`src/design/lfb_pkg.sv`:
```
// ----------------------------------------------------------------------------
// lfb_pkg: shared types and constants
// Command and result payloads, operation codes and strip constants for the
// LED frame buffer with global brightness.
// ----------------------------------------------------------------------------
package lfb_pkg;

    localparam int PIXEL_COUNT  = 18;
    localparam int IDX_W        = (PIXEL_COUNT > 1) ? $clog2(PIXEL_COUNT) : 1;
    localparam int CHAN_W       = 8;
    localparam int COLOR_W      = 3 * CHAN_W;
    localparam int POS_W        = 5;

    localparam logic [CHAN_W-1:0] BRIGHT_RESET = 8'd10;
    localparam logic [CHAN_W-1:0] BRIGHT_STEP  = 8'd10;
    localparam logic [CHAN_W-1:0] BRIGHT_MAX   = 8'd255;
    localparam logic [CHAN_W-1:0] BRIGHT_MIN   = 8'd2;

    typedef enum logic [1:0] {
        OP_SET_ONE     = 2'd0,
        OP_SET_ALL     = 2'd1,
        OP_BRIGHT_UP   = 2'd2,
        OP_BRIGHT_DOWN = 2'd3
    } t_op;

    typedef enum logic {
        ST_IDLE = 1'b0,
        ST_RUN  = 1'b1
    } t_state;

    typedef struct packed {
        t_op                operation;
        logic [POS_W-1:0]   pixel_index;
        logic [COLOR_W-1:0] color_in;
    } t_cmd;

    typedef struct packed {
        logic [POS_W-1:0]   pixel_position;
        logic [COLOR_W-1:0] dim_color;
        logic               last_pixel;
    } t_pix;

endpackage

```
`src/design/led_frame_buffer_brightness.sv`:
```
// ----------------------------------------------------------------------------
// led_frame_buffer_brightness: RGB LED frame buffer with global brightness
// Applies one command per transfer, then streams the whole strip, scaled.
// ----------------------------------------------------------------------------
// A command is taken when start is high and busy is low. The command is
// applied in the cycle it is taken; the block then reads the pixel store one
// entry per cycle through a single shared scaler and presents each scaled
// pixel on o_result for one cycle with o_strobe high, pixel 0 first and
// last_pixel set on the final one. The last result appears while busy is
// already low. The receiver cannot stall: every strobed result must be
// captured in that cycle.
module led_frame_buffer_brightness (
    input  logic          i_clk,
    input  logic          i_rst_n,
    input  logic          start,
    output logic          busy,
    input  lfb_pkg::t_cmd i_cmd,
    output logic          o_strobe,
    output lfb_pkg::t_pix o_result
);

    localparam logic [lfb_pkg::IDX_W-1:0] LAST_IDX = lfb_pkg::IDX_W'(lfb_pkg::PIXEL_COUNT - 1);

    lfb_pkg::t_state r_state, n_state;
    logic [lfb_pkg::IDX_W-1:0]   r_pos, n_pos;
    logic [lfb_pkg::CHAN_W-1:0]  r_bright, n_bright;
    logic [lfb_pkg::COLOR_W-1:0] r_store [lfb_pkg::PIXEL_COUNT];
    logic                        r_strobe, n_strobe;
    lfb_pkg::t_pix               r_out, n_out;
    logic [lfb_pkg::COLOR_W-1:0] scaled;
    logic                        accept;
    logic                        idx_ok;
    logic [lfb_pkg::CHAN_W:0]    up_sum;

    assign accept = start && !busy;
    assign busy   = (r_state == lfb_pkg::ST_RUN);
    assign idx_ok = ({1'b0, i_cmd.pixel_index} < (lfb_pkg::POS_W+1)'(lfb_pkg::PIXEL_COUNT));
    assign up_sum = {1'b0, r_bright} + {1'b0, lfb_pkg::BRIGHT_STEP};

    lfb_scale u_scale (
        .i_color  (r_store[r_pos]),
        .i_bright (r_bright),
        .o_color  (scaled)
    );

    always_comb begin
        n_state  = r_state;
        n_pos    = r_pos;
        n_bright = r_bright;
        n_strobe = 1'b0;
        n_out    = r_out;
        case (r_state)
            lfb_pkg::ST_IDLE: begin
                if (accept) begin
                    n_state = lfb_pkg::ST_RUN;
                    n_pos   = '0;
                    case (i_cmd.operation)
                        lfb_pkg::OP_BRIGHT_UP: begin
                            n_bright = (up_sum > {1'b0, lfb_pkg::BRIGHT_MAX}) ?
                                       lfb_pkg::BRIGHT_MAX : up_sum[lfb_pkg::CHAN_W-1:0];
                        end
                        lfb_pkg::OP_BRIGHT_DOWN: begin
                            n_bright = (r_bright < lfb_pkg::BRIGHT_STEP + lfb_pkg::BRIGHT_MIN) ?
                                       lfb_pkg::BRIGHT_MIN : r_bright - lfb_pkg::BRIGHT_STEP;
                        end
                        default: ;
                    endcase
                end
            end
            lfb_pkg::ST_RUN: begin
                n_strobe                = 1'b1;
                n_out.pixel_position    = lfb_pkg::POS_W'(r_pos);
                n_out.dim_color         = scaled;
                n_out.last_pixel        = (r_pos == LAST_IDX);
                if (r_pos == LAST_IDX) begin
                    n_state = lfb_pkg::ST_IDLE;
                end else begin
                    n_pos = r_pos + lfb_pkg::IDX_W'(1);
                end
            end
            default: begin
                n_state = lfb_pkg::ST_IDLE;
            end
        endcase
    end

    always_ff @(posedge i_clk) begin
        if (!i_rst_n) begin
            r_state  <= lfb_pkg::ST_IDLE;
            r_pos    <= '0;
            r_bright <= lfb_pkg::BRIGHT_RESET;
            r_strobe <= 1'b0;
        end else begin
            r_state  <= n_state;
            r_pos    <= n_pos;
            r_bright <= n_bright;
            r_strobe <= n_strobe;
        end
    end

    always_ff @(posedge i_clk) begin
        r_out <= n_out;
    end

    always_ff @(posedge i_clk) begin
        if (!i_rst_n) begin
            for (int i = 0; i < lfb_pkg::PIXEL_COUNT; i++) begin
                r_store[i] <= '0;
            end
        end else if (accept) begin
            if (i_cmd.operation == lfb_pkg::OP_SET_ALL) begin
                for (int i = 0; i < lfb_pkg::PIXEL_COUNT; i++) begin
                    r_store[i] <= i_cmd.color_in;
                end
            end else if (i_cmd.operation == lfb_pkg::OP_SET_ONE && idx_ok) begin
                r_store[i_cmd.pixel_index[lfb_pkg::IDX_W-1:0]] <= i_cmd.color_in;
            end
        end
    end

    assign o_strobe = r_strobe;
    assign o_result = r_out;

    a_strobe_after_run: assert property (@(posedge i_clk) disable iff (!i_rst_n)
        o_strobe |-> $past(busy))
        else $error("result strobe without a running refresh");

    a_last_ends_run: assert property (@(posedge i_clk) disable iff (!i_rst_n)
        (o_strobe && o_result.last_pixel) |-> !busy)
        else $error("refresh still running after last pixel");

    a_accept_starts: assert property (@(posedge i_clk) disable iff (!i_rst_n)
        accept |=> (busy && r_pos == '0))
        else $error("accepted command did not start a refresh at pixel 0");

    a_bright_floor: assert property (@(posedge i_clk) disable iff (!i_rst_n)
        r_bright >= lfb_pkg::BRIGHT_MIN)
        else $error("brightness below floor");

endmodule

```
`src/design/lfb_scale.sv`:
```
// ----------------------------------------------------------------------------
// lfb_scale: pixel brightness scaler
// Scales each 8-bit channel of a color as channel*brightness/255, truncated,
// using a multiply and a reciprocal correction for the divide by 255.
// ----------------------------------------------------------------------------
module lfb_scale (
    input  logic [lfb_pkg::COLOR_W-1:0] i_color,
    input  logic [lfb_pkg::CHAN_W-1:0]  i_bright,
    output logic [lfb_pkg::COLOR_W-1:0] o_color
);

    for (genvar c = 0; c < 3; c++) begin : g_chan
        logic [2*lfb_pkg::CHAN_W-1:0] prod;
        logic [2*lfb_pkg::CHAN_W-1:0] corr;

        always_comb begin
            prod = {{lfb_pkg::CHAN_W{1'b0}}, i_color[c*lfb_pkg::CHAN_W +: lfb_pkg::CHAN_W]} *
                   {{lfb_pkg::CHAN_W{1'b0}}, i_bright};
            // exact x/255 for x <= 255*255
            corr = prod + (prod >> lfb_pkg::CHAN_W) + 16'd1;
        end

        assign o_color[c*lfb_pkg::CHAN_W +: lfb_pkg::CHAN_W] =
            corr[2*lfb_pkg::CHAN_W-1:lfb_pkg::CHAN_W];
    end

endmodule

```
`config.mk`:
```
export PLATFORM = sky130hd
export DESIGN_NAME = led_frame_buffer_brightness
export DESIGN_NICKNAME = d
export VERILOG_FILES = /design/src/design/lfb_pkg.sv /design/src/design/led_frame_buffer_brightness.sv /design/src/design/lfb_scale.sv
export SDC_FILE = /design/constraint.sdc
export NUM_CORES = 1
export LEC_CHECK = 0
export BUFFER_PORTS_ARGS = -buffer_cell sky130_fd_sc_hd__buf_2
export CAP_MARGIN = 20
export CORE_ASPECT_RATIO = 2
export CORE_MARGIN = 2
export CORE_UTILIZATION = 40
export DETAILED_ROUTE_END_ITERATION = 6
export SYNTH_ARGS = -nofsm -noshare
export SYNTH_HDL_FRONTEND = slang
export SYNTH_SLANG_ARGS = --single-unit
```
`constraint.sdc`:
```
create_clock -name i_clk -period 12.5 [get_ports i_clk]
set_input_delay 0.625 -clock i_clk [delete_from_list [all_inputs] [get_ports i_clk]]
set_output_delay 0.625 -clock i_clk [all_outputs]
set_load 0.005 [all_outputs]
```
==> results.txt <==
----------------------------------------------------
[Run status]
  Outcome ... finished clean

[Detailed routing]
  DR iter-0 viols ... 1,857
  Via count ... 23,820
  Number of detailed-routing iterations run before antenna repair ... 5
  Count of antenna-violating nets left after detailed routing ... 0
  Routed WL ... 99,150 um
  Final routed wire length divided by cell count ... 21.47 um
  Vias per std cell ... 5.157
  DRC viols ... 0

[CTS]
  TritonCTS clock tree ... done
  # Post-CTS Setup Buffers ... 0
  Post-CTS resize count ... 0
  Clock transition at the registers of the reported paths ... 0.07 ns
  Total number of clock tree sinks ... 818
  Total CTS buffers ... 76
  Number of H-tree levels ... 3
  Clock tree root buffer cell ... sky130_fd_sc_hd__clkbuf_16
  Hold-fix buffers at CTS ... 0
  Clock network latency to the later pin of the worst-skew pair ... 0.67 ns
  Clock buffer depth ... 3

[Synthesis]
  Post-synthesis sequential area ratio ... 57.42%
  Post-synth EDFFs ... 798
  Dominant synthesized flop cell ... sky130_fd_sc_hd__edfxtp_1
  Fraction of synthesis flops using an asynchronous set or reset pin ... 0%
  Warnings, synthesis ... 0
  Number of distinct library cell variants in the gate-level netlist after synthesis ... 86
  Syn Area/Cell ... 15.08 um2
  Synth Cell Area ... 42,430 um2
  Post-synthesis cell count ... 2,814
  #FFs+latches synth ... 818

[STA]
  Pins over their slew limit ... 0
  Final sum of negative setup slack ... 0 ns
  Unrepaired setup endpoints after global routing ... no
  Final count of hold timing violations ... 0
  Tmin final ... 9.197 ns
  Max Clock Skew ... 0.05142 ns
  Final worst path period share ... 73.58%
  Transition time of the tightest slew-check pin ... 1.175 ns
  Highest Clock Rate ... 108.7 MHz
  Number of failing setup endpoints in the final timing report ... 0
  Worst rel slew slack ... 21.47%

[Final layout]
  Final standard cell count with taps included and fillers excluded ... 4,618
  # fillers ... 9,249
  Fraction of layout instances using a drive strength above 1 ... 15.94%
  Layout-stage area growth over the synthesis result ... 13.59%
  Nets ... 3,460

[Worst setup path]
  Crit Path Max Fanout ... 39
  Cell type of the slowest stage on the worst timing path ... sky130_fd_sc_hd__dfxtp_4
  Nature of the critical path startpoint ... flop
  CP arrival ... 9.60 ns
  CP required ... 12.90 ns
  Sort of element at the end of the critical path ... flop
  Worst stage delay on the critical path ... 0.86 ns
  Setup CP Type ... flop to flop

[Global routing]
  First-pass GRT wire length ... 151,500 um
  Largest net degree at the start of global routing ... 130
  Aggregate global routing overflow ... 0
  Vias in the first global route ... 24,850
  GRT Resource Usage Total ... 18.74%
  Antenna violations before repair ... 4

[Place]
  Total placed cells including tap cells ... 4,476
  Post-DP HPWL ... 61,200 um
  Final RePlAce weighted congestion ... 0.8093
  Port bufs ... 65

[Floorplanning]
  Height of the chip ... 464.6 um
  Effective utilization at floorplan ... 40.21%
  Die outline width ... 234.3 um
  Core Area ... 105,500 um2
  Total number of placement rows ... 169
  DIE AREA ... 108,900 um2
  I/O pin count ... 66

[Pwr]
  Leakage power figure ... 18.08 nW
  Highest ir drop seen on vdd ... 0.0001245 V
  Total power per unit cell area ... 139.9 nW/um2

[Worst hold path]
  Hold Path Origin ... i_rst_n
  Hold Crit Class ... input port to flop

[Run]
  Max-capacitance violation count ... 0

----------------------------------------------------
cell families after synthesis:
group / share of synthesized area (%)
simple gates: 11.93
flops: 57.42
buf+inv: 3.111
mux: 13.62
fa+ha+maj: 8.959
compound gates: 3.604
xor+xnor: 1.345
other cells: 0.008838
per-stage QoR:
step	utilization [%]	setup slack (ns)	hold slack, ns	total power, mW	cell area (um2)
after floorplan	-	4.484	0.4694	4.101	43690
after global placement	43.23	3.328	0.5160	4.406	45620
after detailed placement	43.26	3.285	0.5078	4.427	45650
after CTS	45.66	3.288	0.3341	6.809	48180
after global routing	45.67	2.717	0.3696	7.037	48190
final	45.68	3.303	0.3795	6.742	48200
final cells by class:
class	instances	area, um2	area share (%)
flip-flops and latches	818	24380	50.59
multi-input cells	2008	18180	37.71
clock buffers	96	2051	4.255
well taps	1368	1712	3.551
repair buffers	114	758.2	1.573
inverters	169	634.4	1.316
clock inverters	44	481.7	0.9995
diodes	1	2.502	0.005192
registers in the layout (all words and copies together) (netlist names), named ones only:
signal / flops
busy: 1
o_strobe: 1
r_pos: 5
r_store: 768
r_bright: 8
o_result: 30
report_power, final:
| part | switching, mW | internal (mW) | leakage [nW] | total, mW |
|---|---|---|---|---|
| Combinational | 0.652 | 0.442 | 8.64 | 1.09 |
| Clock | 1.04 | 1.34 | 1.23 | 2.38 |
| Sequential | 0.0528 | 3.22 | 8.21 | 3.27 |
synth_stat cells, drive strengths merged, types with 9 or more instances:
master | count | share of area, %
edfxtp | 798 | 56
nor2b | 339 | 5.0
mux4 | 220 | 12
and2 | 211 | 3.1
inv | 167 | 1.5
ha | 131 | 3.9
nor2 | 111 | 0.98
clkbuf | 110 | 0.97
fa | 108 | 5.1
nand2 | 66 | 0.58
mux2i | 56 | 1.9
nand2b | 52 | 0.77
o21ai | 50 | 0.59
a21oi | 46 | 0.54
buf | 44 | 0.64
xnor2 | 35 | 0.72
xor2 | 24 | 0.51
dfxtp | 20 | 0.94
nand3 | 19 | 0.22
a21o | 18 | 0.32
nor3 | 14 | 0.17
a22oi | 13 | 0.23
o211ai | 13 | 0.24
a31oi | 12 | 0.18
nand4 | 12 | 0.18
and3 | 9 | 0.13
worst max-delay path, delay by kind of cell (launching register included):
family                     cells  cell delay, ns
adders and majority gates      6            2.73
muxes                          3            1.54
AOI/OAI and AO/OA              4            1.46
and+or+nand+nor                6            1.30
buffers and inverters          5            0.86
DFF                            1            0.86
xor gates and xnor gates       1            0.10
path summary, 6_finish.rpt:
path / to / slack, ns / depth (start not counted)
max: o_result[5] / 3.30 / 25
min: r_bright[3] / 0.38 / 2
max reg2reg: o_result[5] / 3.30 / 25
min reg2reg: o_result[29] / 0.52 / 0
routing by layer:
metal	share of wire [%]	wire, um	vias to the layer above	GRT usage (%)
met2	51	50720	643	32.44
li1	-	-	10770	-
met3	5.2	5172	117	2.177
met1	41	41050	12280	24.66
met5	0.011	11	-	0
met4	2.2	2198	2	5.441
placed cells by master, fill, tap and decap left out, drive strengths merged, types with 50 or more instances in the layout:
master  synthesis  routed
nand2          66      66
conb            1     336
and2          211     211
o21ai          50      50
inv           167     169
edfxtp        798     798
nand2b         52      52
mux2i          56      56
nor2          111     111
nor2b         339     339
buf            44     114
ha            131     131
fa            108     108
mux4          220     220
clkbuf        110      96
Power figures use the tool's default switching activity.
